`src/bffa_pkg.sv`:
```
// ----------------------------------------------------------------------------
// bffa_pkg
// Shared types and constants of the bump / first-fit heap allocator.
// ----------------------------------------------------------------------------
package bffa_pkg;

    localparam int MAX_BLOCKS   = 64;
    localparam int HEADER_BYTES = 24;
    localparam int IDX_W        = $clog2(MAX_BLOCKS);
    localparam int CNT_W        = $clog2(MAX_BLOCKS + 1);

    // request kinds
    localparam logic ACT_ALLOC = 1'b0;
    localparam logic ACT_FREE  = 1'b1;

    // result status codes
    localparam logic [1:0] STAT_NEW     = 2'd0;
    localparam logic [1:0] STAT_REUSED  = 2'd1;
    localparam logic [1:0] STAT_OOM     = 2'd2;
    localparam logic [1:0] STAT_IGNORED = 2'd3;

    // configuration register indexes
    localparam logic REG_HEAP_BASE  = 1'b0;
    localparam logic REG_HEAP_BYTES = 1'b1;

    typedef struct packed {
        logic        is_free;
        logic [31:0] data_size;
        logic [31:0] start;
    } entry_t;

    localparam int ENTRY_W = $bits(entry_t);

    typedef enum logic [2:0] {
        ST_IDLE,
        ST_CHECK,
        ST_SCAN,
        ST_FREE_END,
        ST_DONE
    } state_t;

endpackage

```
`src/bffa_ram.sv`:
```
// ----------------------------------------------------------------------------
// bffa_ram
// Generic simple dual-port RAM, one write port, one registered read port.
// ----------------------------------------------------------------------------
module bffa_ram #(
    parameter int WIDTH = 8,
    parameter int DEPTH = 16
) (
    input  logic                     aclk,
    input  logic                     we,
    input  logic [$clog2(DEPTH)-1:0] waddr,
    input  logic [WIDTH-1:0]         wdata,
    input  logic [$clog2(DEPTH)-1:0] raddr,
    output logic [WIDTH-1:0]         rdata
);

    logic [WIDTH-1:0] mem [DEPTH];

    always_ff @(posedge aclk) begin
        if (we) begin
            mem[waddr] <= wdata;
        end
        rdata <= mem[raddr];
    end

endmodule

```
`src/bump_first_fit_allocator.sv`:
```
// ----------------------------------------------------------------------------
// bump_first_fit_allocator
// Heap allocator: bump placement with first-fit reuse of freed blocks.
// ----------------------------------------------------------------------------
// One request is worked on at a time. An allocate request that fits at the
// end of the heap, with room left in the table, skips the table search. An
// allocate request that falls back to the first-fit search, and every free
// request, walk the block table (up to 64 entries) one entry per cycle
// through the single read port of the table memory; a free whose address
// lies outside the heap, or any request on an empty table, skips the walk.
// The next request is taken once the result sits in the output register.
// Writing heap_base or heap_bytes empties the table.
module bump_first_fit_allocator
    import bffa_pkg::*;
(
    input  logic        aclk,
    input  logic        aresetn,
    // request channel
    input  logic        s_tvalid,
    output logic        s_tready,
    input  logic [63:0] s_tdata,   // request_size, release_address
    input  logic        s_tuser,   // action
    // result channel
    output logic        m_tvalid,
    input  logic        m_tready,
    output logic [31:0] m_tdata,   // granted_address
    output logic [1:0]  m_tuser,   // status
    // configuration
    input  logic        psel,
    input  logic        penable,
    input  logic        pwrite,
    input  logic [2:0]  paddr,
    input  logic [31:0] pwdata,
    output logic [31:0] prdata,
    output logic        pready
);

    state_t state_reg, state_next;

    logic [31:0]      heap_base_reg, heap_bytes_reg, heap_end_reg;
    logic [CNT_W-1:0] count_reg, count_next;
    logic [31:0]      nf_reg, nf_next;

    logic             action_reg;
    logic [31:0]      size_reg, addr_reg;

    logic [CNT_W-1:0] issue_reg, issue_next;
    logic             rd_valid_reg, rd_valid_next;
    logic [IDX_W-1:0] rd_idx_reg, rd_idx_next;

    logic             found_reg, found_next;
    logic [IDX_W-1:0] hit_idx_reg, hit_idx_next;
    logic [31:0]      hit_start_reg, hit_start_next;
    logic [31:0]      hit_size_reg, hit_size_next;

    logic [31:0]      res_addr_reg, res_addr_next;
    logic [1:0]       res_status_reg, res_status_next;

    logic             m_tvalid_reg;
    logic [31:0]      m_tdata_reg;
    logic [1:0]       m_tuser_reg;

    logic             ram_we;
    logic [IDX_W-1:0] ram_waddr, ram_raddr;
    entry_t           ram_wdata, rd_entry;
    logic [ENTRY_W-1:0] ram_rdata;

    logic             cfg_we;
    logic [32:0]      end_sum;
    logic [33:0]      bump_sum;
    logic             fits, table_full, in_range, issue_more, last_rd;
    logic             alloc_hit, free_match, pop_hit, out_load;

    // configuration port
    assign pready = 1'b1;
    assign cfg_we = psel & penable & pwrite & pready;
    assign prdata = (paddr[2] == REG_HEAP_BYTES) ? heap_bytes_reg : heap_base_reg;

    assign end_sum = {1'b0, heap_base_reg} + {1'b0, heap_bytes_reg};

    always_ff @(posedge aclk) begin
        if (!aresetn) begin
            heap_base_reg  <= '0;
            heap_bytes_reg <= '0;
        end else if (cfg_we) begin
            if (paddr[2] == REG_HEAP_BASE) begin
                heap_base_reg <= pwdata;
            end else begin
                heap_bytes_reg <= pwdata;
            end
        end
    end

    always_ff @(posedge aclk) begin
        heap_end_reg <= end_sum[32] ? 32'hFFFF_FFFF : end_sum[31:0];
    end

    // block table
    bffa_ram #(
        .WIDTH (ENTRY_W),
        .DEPTH (MAX_BLOCKS)
    ) u_table (
        .aclk  (aclk),
        .we    (ram_we),
        .waddr (ram_waddr),
        .wdata (ram_wdata),
        .raddr (ram_raddr),
        .rdata (ram_rdata)
    );

    assign rd_entry = ram_rdata;

    // decisions
    assign bump_sum   = 34'(nf_reg) + 34'(size_reg) + 34'(HEADER_BYTES);
    assign fits       = bump_sum <= 34'(heap_end_reg);
    assign table_full = count_reg == CNT_W'(MAX_BLOCKS);
    assign in_range   = (addr_reg >= heap_base_reg) && (addr_reg <= heap_end_reg);
    assign issue_more = issue_reg < count_reg;
    assign last_rd    = (CNT_W'(rd_idx_reg) + CNT_W'(1)) == count_reg;
    assign alloc_hit  = rd_valid_reg && rd_entry.is_free &&
                        (rd_entry.data_size >= size_reg);
    assign free_match = rd_valid_reg &&
                        (({1'b0, rd_entry.start} + 33'(HEADER_BYTES)) == {1'b0, addr_reg});
    assign pop_hit    = (CNT_W'(hit_idx_reg) + CNT_W'(1)) == count_reg;
    assign out_load   = (state_reg == ST_DONE) && (!m_tvalid_reg || m_tready);

    // next state
    always_comb begin
        state_next = state_reg;
        case (state_reg)
            ST_IDLE: begin
                if (s_tvalid) begin
                    state_next = ST_CHECK;
                end
            end
            ST_CHECK: begin
                if (action_reg == ACT_ALLOC && fits && !table_full) begin
                    state_next = ST_DONE;
                end else if (count_reg == '0) begin
                    state_next = ST_DONE;
                end else if (action_reg == ACT_FREE && !in_range) begin
                    state_next = ST_DONE;
                end else begin
                    state_next = ST_SCAN;
                end
            end
            ST_SCAN: begin
                if (action_reg == ACT_ALLOC) begin
                    if (alloc_hit || (rd_valid_reg && last_rd)) begin
                        state_next = ST_DONE;
                    end
                end else if (rd_valid_reg && last_rd) begin
                    state_next = ST_FREE_END;
                end
            end
            ST_FREE_END: begin
                state_next = ST_DONE;
            end
            ST_DONE: begin
                if (out_load) begin
                    state_next = ST_IDLE;
                end
            end
            default: begin
                state_next = ST_IDLE;
            end
        endcase
    end

    // datapath
    always_comb begin
        ram_we          = 1'b0;
        ram_waddr       = hit_idx_reg;
        ram_wdata       = '0;
        ram_raddr       = issue_reg[IDX_W-1:0];
        count_next      = count_reg;
        nf_next         = nf_reg;
        issue_next      = issue_reg;
        rd_valid_next   = 1'b0;
        rd_idx_next     = issue_reg[IDX_W-1:0];
        found_next      = found_reg;
        hit_idx_next    = hit_idx_reg;
        hit_start_next  = hit_start_reg;
        hit_size_next   = hit_size_reg;
        res_addr_next   = res_addr_reg;
        res_status_next = res_status_reg;
        case (state_reg)
            ST_CHECK: begin
                issue_next    = '0;
                found_next    = 1'b0;
                res_addr_next = '0;
                if (action_reg == ACT_ALLOC) begin
                    res_status_next = STAT_OOM;
                    if (fits && !table_full) begin
                        ram_we          = 1'b1;
                        ram_waddr       = count_reg[IDX_W-1:0];
                        ram_wdata       = '{is_free: 1'b0, data_size: size_reg, start: nf_reg};
                        count_next      = count_reg + CNT_W'(1);
                        nf_next         = bump_sum[31:0];
                        res_addr_next   = nf_reg + 32'(HEADER_BYTES);
                        res_status_next = STAT_NEW;
                    end
                end else begin
                    res_status_next = STAT_IGNORED;
                end
            end
            ST_SCAN: begin
                if (issue_more) begin
                    rd_valid_next = 1'b1;
                    issue_next    = issue_reg + CNT_W'(1);
                end
                if (action_reg == ACT_ALLOC) begin
                    if (alloc_hit) begin
                        ram_we          = 1'b1;
                        ram_waddr       = rd_idx_reg;
                        ram_wdata       = '{is_free: 1'b0, data_size: rd_entry.data_size,
                                            start: rd_entry.start};
                        res_addr_next   = rd_entry.start + 32'(HEADER_BYTES);
                        res_status_next = STAT_REUSED;
                    end
                end else if (free_match) begin
                    found_next     = 1'b1;
                    hit_idx_next   = rd_idx_reg;
                    hit_start_next = rd_entry.start;
                    hit_size_next  = rd_entry.data_size;
                end
            end
            ST_FREE_END: begin
                if (found_reg) begin
                    res_status_next = STAT_REUSED;
                    if (pop_hit) begin
                        count_next = CNT_W'(hit_idx_reg);
                        nf_next    = (hit_idx_reg == '0) ? heap_base_reg : hit_start_reg;
                    end else begin
                        ram_we    = 1'b1;
                        ram_waddr = hit_idx_reg;
                        ram_wdata = '{is_free: 1'b1, data_size: hit_size_reg,
                                      start: hit_start_reg};
                    end
                end
            end
            default: begin
            end
        endcase
        // a register write restarts the heap
        if (cfg_we) begin
            count_next = '0;
            nf_next    = (paddr[2] == REG_HEAP_BASE) ? pwdata : heap_base_reg;
        end
    end

    always_ff @(posedge aclk) begin
        if (!aresetn) begin
            state_reg    <= ST_IDLE;
            count_reg    <= '0;
            nf_reg       <= '0;
            rd_valid_reg <= 1'b0;
            found_reg    <= 1'b0;
            issue_reg    <= '0;
        end else begin
            state_reg    <= state_next;
            count_reg    <= count_next;
            nf_reg       <= nf_next;
            rd_valid_reg <= rd_valid_next;
            found_reg    <= found_next;
            issue_reg    <= issue_next;
        end
    end

    always_ff @(posedge aclk) begin
        rd_idx_reg     <= rd_idx_next;
        hit_idx_reg    <= hit_idx_next;
        hit_start_reg  <= hit_start_next;
        hit_size_reg   <= hit_size_next;
        res_addr_reg   <= res_addr_next;
        res_status_reg <= res_status_next;
        if (state_reg == ST_IDLE && s_tvalid) begin
            action_reg <= s_tuser;
            size_reg   <= s_tdata[31:0];
            addr_reg   <= s_tdata[63:32];
        end
    end

    assign s_tready = (state_reg == ST_IDLE);

    // output register
    always_ff @(posedge aclk) begin
        if (!aresetn) begin
            m_tvalid_reg <= 1'b0;
        end else if (out_load) begin
            m_tvalid_reg <= 1'b1;
        end else if (m_tready) begin
            m_tvalid_reg <= 1'b0;
        end
    end

    always_ff @(posedge aclk) begin
        if (out_load) begin
            m_tdata_reg <= res_addr_reg;
            m_tuser_reg <= res_status_reg;
        end
    end

    assign m_tvalid = m_tvalid_reg;
    assign m_tdata  = m_tdata_reg;
    assign m_tuser  = m_tuser_reg;

endmodule

```
`config.mk`:
```
export PLATFORM = sky130hd
export DESIGN_NAME = bump_first_fit_allocator
export DESIGN_NICKNAME = d
export VERILOG_FILES = /design/src/bffa_pkg.sv /design/src/bffa_ram.sv /design/src/bump_first_fit_allocator.sv
export SDC_FILE = /design/constraint.sdc
export NUM_CORES = 2
export LEC_CHECK = 0
export BUFFER_PORTS_ARGS = -buffer_cell sky130_fd_sc_hd__buf_2
export CAP_MARGIN = 20
export CORE_MARGIN = 4
export CORE_UTILIZATION = 35
export CTS_CLUSTER_SIZE = 24
export DETAILED_ROUTE_END_ITERATION = 8
export GPL_ROUTABILITY_DRIVEN = 0
export GPL_TIMING_DRIVEN = 1
export SLEW_MARGIN = 5
export SYNTH_ARGS = -nofsm -noshare
export SYNTH_HDL_FRONTEND = slang
export SYNTH_MEMORY_MAX_BITS = 65536
export SYNTH_SLANG_ARGS = --single-unit
```
`constraint.sdc`:
```
create_clock -name aclk -period 21.5 [get_ports aclk]
set_input_delay 2.15 -clock aclk [delete_from_list [all_inputs] [get_ports aclk]]
set_output_delay 2.15 -clock aclk [all_outputs]
set_load 0.02 [all_outputs]
```
Word-level counts from Yosys, hierarchy flattened
Memories as Yosys holds them, arrays and structs flattened. A register that Yosys moved wholly into a read port is not among the register bits.
Cells that the tools add are included.
{ "classes": {"n_addsub": 10, "n_lt_le_gt_ge": 5, "n_eq_ne": 25, "mux": 63, "bitwise": 4, "n_reduce_logical": 35} }
{ "op_table": {"columns": ["operator", "count"], "rows": [
  ["2-to-1 mux 32 bit", 12],
  ["2-to-1 mux 64 bit", 4],
  ["case mux 65 bit (3 select lines)", 1],
  ["2-to-1 mux 65 bit", 2],
  ["case mux 32 bit (2 select lines)", 2],
  ["adder 32 x 32 -> 33 bit", 2],
  ["adder 32 x 5 -> 32 bit (second input constant)", 2],
  ["greater-or-equal comparator 32 bit", 2],
  ["2-to-1 mux 7 bit", 5],
  ["adder 33 x 5 -> 34 bit (second input constant)", 1],
  ["<= comparator 34 x 32 -> 1 bit", 1],
  ["adder 32 x 5 -> 33 bit (second input constant)", 1],
  ["== test 33 x 32 -> 1 bit", 1],
  ["<= comparator 32 bit", 1],
  ["case mux 7 bit (2 select lines)", 2],
  ["2-to-1 mux 3 bit", 8],
  ["2-to-1 mux 6 bit", 4],
  ["inequality test 2 bit (second input constant)", 11],
  ["inequality test 3 bit (second input constant)", 6],
  ["case mux 3 bit (5 select lines)", 1],
  ["adder 6 x 1 -> 7 bit (second input constant)", 2],
  ["adder 7 x 1 -> 7 bit (second input constant)", 2],
  ["== test 7 bit", 2],
  ["2-to-1 mux 1 bit", 13],
  ["25 further kinds", 54]
]} }
{ "totals": {"reg_bits": 357, "ramBits": 4160, "input_bits": 107, "elab_cells": 164, "n_memories": 1} }
{ "memory_table": {"columns": ["name", "depth", "width", "read_ports", "rd_ports_with_merged_regs", "write_ports", "line_no", "rtl"], "rows": [
  ["u_table.mem", 64, 65, 1, 1, 1, "bffa_ram.sv:17", "logic [WIDTH-1:0] mem [DEPTH];"]
]} }

Longest topological paths before layout
{ "depth": {"depth_word": 9, "depth_mapped": 28, "mapped_depth_nobuf": 25} }

Hierarchy
From an unflattened synthesis, not the netlist that was laid out.
{ "unflattened": {"cells_unflattened": 9092, "hier_area_um2": 181067.4} }
{ "by_module_without_submodules": {"columns": ["mod", "n_inst", "cells_each", "area_each_um2"], "rows": [
  ["bffa_ram", 1, 6606, 158371.9],
  ["bump_first_fit_allocator", 1, 2486, 22695.5]
]} }

Worst setup path after synthesis
OpenSTA, ideal clock, no wires.
{ "synth_timing": {"path_type": "reg-to-reg", "startpoint": "register size_reg[1]", "endpoint": "memory u_table.mem[59][0] (netlist bit) (enable)", "setup_time_ns": 0.672, "t_arrival_ns": 11.298, "required_time_ns": 20.828, "setup_slack_ns": 9.530, "stages_incl_launch_ff": 25, "path_buffers": 2, "cell_sequence": "edfxtp_1 ha_1 ha_1 fa_1 a21oi_1 o22a_1 a21oi_1 and2_1 a221o_1 a21oi_1 xnor2_1 ha_1 nand2_1 o21ai_0 a21oi_1 o21ai_0 a211oi_1 or2_2 buf_6 inv_1 o21ai_2 a21oi_1 buf_2 o211ai_1 nor4b_1"} }
{ "synth_between": {"elab_chain_len": 9, "word_cells_on_any_way": 18, "cone_classes": "2 x add/sub; 2 x order compare; 12 x mux; 2 x reduce/logical"} }
{ "synth_lines": {"columns": ["item", "line_no", "rtl"], "rows": [
  ["from (decl)", "bump_first_fit_allocator.sv:45", "logic [31:0] size_reg, addr_reg;"],
  ["from (signal assigned)", "bump_first_fit_allocator.sv:279", "size_reg <= s_tdata[31:0];"],
  ["adder 32 x 32 -> 33 bit", "bump_first_fit_allocator.sv:114", "assign bump_sum = 34'(nf_reg) + 34'(size_reg) + 34'(HEADER_BYTES);"],
  ["adder 33 x 5 -> 34 bit", "bump_first_fit_allocator.sv:114", null],
  ["<= comparator 34 x 32 -> 1 bit", "bump_first_fit_allocator.sv:115", "assign fits = bump_sum <= 34'(heap_end_reg);"],
  ["logical AND 1 bit", "bump_first_fit_allocator.sv:194", "if (fits && !table_full) begin"],
  ["2-to-1 mux 1 bit", "bump_first_fit_allocator.sv:194", null],
  ["2-to-1 mux 1 bit", "bump_first_fit_allocator.sv:192", "if (action_reg == ACT_ALLOC) begin"],
  ["case mux 1 bit (3 select lines)", "bump_first_fit_allocator.sv:187", "case (state_reg)"],
  ["2-to-1 mux 1 bit", "bffa_ram.sv:20", "if (we) begin"],
  ["2-to-1 mux 1 bit (not written as such)", "bffa_ram.sv:21", "mem[waddr] <= wdata;"],
  ["to (decl)", "bffa_ram.sv:17", null]
]} }
Parallel ways exist; a longest one is shown, timed or not.

Worst setup path after layout
{ "layout_timing": {"startpoint": "register size_reg[11]", "endpoint": "memory u_table.mem[18][60] (netlist bit) (enable)"} }
Same word-level chain as after synthesis.

==> qor.tcl <==
set qor(postSynth.asyncResetShare) 0
set qor(final-instance-count-excl-fill) 16252
set qor(global_route.usage.total) 0.184
set qor(synth-compound-area-share) 0.0240
set qor(die_width_microns) 728
set qor(grt_pass1_vias) 90325
set qor(final_layout_size_suffix_gt1_frac) 0.279
set qor(detail_route.vias_per_cell) 5.58
set qor(synth.mux.area_fraction) 0.172
set qor(power.density_cell_area_nw_per_um2) 87.0
set qor(design.core.area_sq_um) 517000
set qor(clock_insertion_delay_worst_skew_ps) 1040
set qor(synth.largest_area_cell) {edfxtp_1}
set qor(cts_tree) {yes}
set qor(grt-ovfl-total) 0
set qor(syn_warnings) 0
set qor(period_share) 0.461
set qor(fillers) 45237
set qor(dp_hpwl_mm) 283
set qor(max_clock_freq_mhz) 101
set qor(cts_resized) 0
set qor(placed_cell_area_sq_um) 192000
set qor(floorplan.die.height_microns) 728
set qor(reg.largest.list) {u_table.mem: 4160 flops, u_table.rdata: 65 flops}
set qor(total_power_w) 0.0180
set qor(postCtsSetupBuffers) 0
set qor(run_status) {finished, final reports clean}
set qor(post_route_design_area_sq_um) 206000
set qor(input_output_buffers) 172
set qor(dominantRegCellSynth) {edfxtp_1}
set qor(mapped_cell_area_sq_um) 181000
set qor(crit_fanout) 32
set qor(cp.arrival_ps) 10510
set qor(syn_nets) 8836
set qor(syn_inst) 8490
set qor(tightestPinTransition_ps) 1190
set qor(min_path_type) {flop to flop}
set qor(rsz_0062_raised_after_global_routing) {false}
set qor(route.detailed.wl_per_inst_microns) 30.7
set qor(vias) 90745
set qor(synthDominantCellAreaShare) 0.722
set qor(final.setup.tns_ps) 0
set qor(postSynthAreaPerCell_sq_um) 21.4
set qor(maximum_number_of_pins_on_one_net_before_global_route_repair) 140
set qor(antenna_found_initial) 35
set qor(setup.worst_path.start_class) {flop}
set qor(std_cell_rows) 264
set qor(worst_ep_required_time_ps) 22100
set qor(final-hold-violation-count) 0
set qor(antenna_violating_nets_post_route) 0
set qor(cts-hold-fix-buffers) 0
set qor(firstDrtPassIters) 6
set qor(critical_path.endpoint_type) {flop}
set qor(cts.clk_slew.worst_paths_ps) 60
set qor(report.final.slew_viol_count) 0
set qor(clock_tree.buffer_depth) 4
set qor(cts-htree-levels) 5
set qor(simple_gate_share_of_the_synthesized_area) 0.0213
set qor(cts-buffers-inserted) 435
set qor(ir_worst_vdd_mv) 0.0870
set qor(mostFrequentLayoutCell) {edfxtp_1}
set qor(final_routed_wirelength_mm) 499
set qor(detail_route.drc_violations) 0
set qor(start_util) 0.351
set qor(most-common-layout-cells) {4363 x edfxtp_1, 1365 x mux4_2, 441 x clkbuf_16}
set qor(synth_xor_area_frac) 0.00768
set qor(numPlacedInstances) 15402
set qor(dieArea_sq_um) 530000
set qor(yosysSeqAreaShare) 0.746
set qor(clockRootBuffer) {clkbuf_16}
set qor(syn2layout_area_growth_pct) 13.8
set qor(cellLeakagePower_nw) 59.8
set qor(timing.clock.skew_ps) 113
set qor(finalCriticalPeriod_ps) 9910
set qor(wire_length_of_the_first_global_routing_pass_mm) 701
set qor(drv.max_cap_violation_count) 0
set qor(largest_register_ffs) 4160
set qor(synth_top_family_by_area) {multiplexers}
set qor(largest-register) {u_table.mem}
set qor(synth_cell_types) 95
set qor(top_level_ports) 176
set qor(synth_area_leaders) {edfxtp_1 72%, mux4_2 17%, dfxtp_1 2.4%}
set qor(clkSinkCount) 4582
set qor(setup_viol_count_final) 0
set qor(finish.net_count) 9282
set qor(synth-adder-area-share) 0.0166
set qor(timing.setup.critical_path_class) {flop to flop}
set qor(synth.ff_latch_count) 4582
set qor(post_synth_edffs) 4363
set qor(dr.first_iter.drc_count) 11516
set qor(slew-limit-headroom) 0.205
-- synthesized netlist by cell type, types with 61 or more instances --
cell,n
a21o_1,61
a21oi_1,226
a22oi_1,62
buf_1,96
clkbuf_1,310
dfxtp_1,219
edfxtp_1,4363
ha_1,237
inv_1,131
mux4_2,1365
nand2_1,405
nor2_1,182
o21ai_0,163
xnor2_1,88
xor2_1,71
-- routing by layer --
layer | wire length [microns] | GRT usage | share of wire | up-vias
met2 | 238000 | 0.297 | 0.48 | 4472
met4 | 15300 | 0.0521 | 0.031 | 20
li1 | - | - | - | 36455
met1 | 202000 | 0.258 | 0.40 | 48973
met5 | 137 | 0 | 0.00027 | -
met3 | 44200 | 0.0330 | 0.088 | 825
-- per-stage QoR --
stage	utilization	worst slack [ps]	hold slack (ps)
2_1_floorplan	-	9530	353
3_3_place_gp	0.371	11720	416
3_5_place_dp	0.372	11790	406
4_1_cts	0.399	11740	420
5_1_grt	0.400	11360	435
6_report	0.400	11590	423
-- critical path, cell delays in order (launching register included) --
cell,delay (ps)
edfxtp_1,620
ha_1,390
ha_1,400
a211oi_2,220
nor2_1,90
o41ai_2,440
a2bb2oi_1,340
a31oi_1,240
nor3_1,260
o21bai_1,120
a21oi_1,180
xnor2_1,170
ha_1,280
o21ai_0,160
a21oi_1,70
or3_1,400
a211oi_1,200
or2_2,290
inv_1,170
nor3_4,880
a222oi_1,340
buf_4,260
nand3b_2,520
nor2_4,880
buf_4,640
buf_4,810
-- area by class of cell --
type | instances | area [sq um] | share of cell area
antenna | 24 | 60.1 | 0.000291
sequential | 4582 | 135000 | 0.656
multi-input combinational | 3346 | 44400 | 0.215
timing repair buffer | 439 | 3320 | 0.0161
clock buffer | 556 | 11600 | 0.0563
tap | 6916 | 8650 | 0.0419
clock inverter | 257 | 2520 | 0.0122
inverter | 132 | 495 | 0.00240
-- cell families after synthesis --
family / after synthesis
AO/OA/AOI/OAI: 695
other: 1
XOR/XNOR: 159
multiplexers: 1405
adder cells (fa/ha/maj): 239
flip-flops: 4582
buffers and inverters: 562
AND/OR/NAND/NOR: 847
-- path summary, 6_finish.rpt --
kind,startpoint,end,slack [ps],cells after the start
min reg2reg,res_addr_reg[3]$_DFFE_PP_,m_tdata[3]$_DFFE_PP_,420,0
max,size_reg[11]$_DFFE_PP_,u_table.mem[18][60]$_DFFE_PP_,11590,25
min,res_addr_reg[3]$_DFFE_PP_,m_tdata[3]$_DFFE_PP_,420,0
max reg2reg,size_reg[11]$_DFFE_PP_,u_table.mem[18][60]$_DFFE_PP_,11590,25
-- power breakdown --
part / switching [W] / internal, W / leakage (nW)
Clock: 0.00334 / 0.00428 / 6.92
Combinational: 0.000356 / 0.000165 / 14.1
Sequential: 0.0000523 / 0.00976 / 38.8
Total: 0.00375 / 0.0142 / 59.8
(Power assumes the default switching activity.)
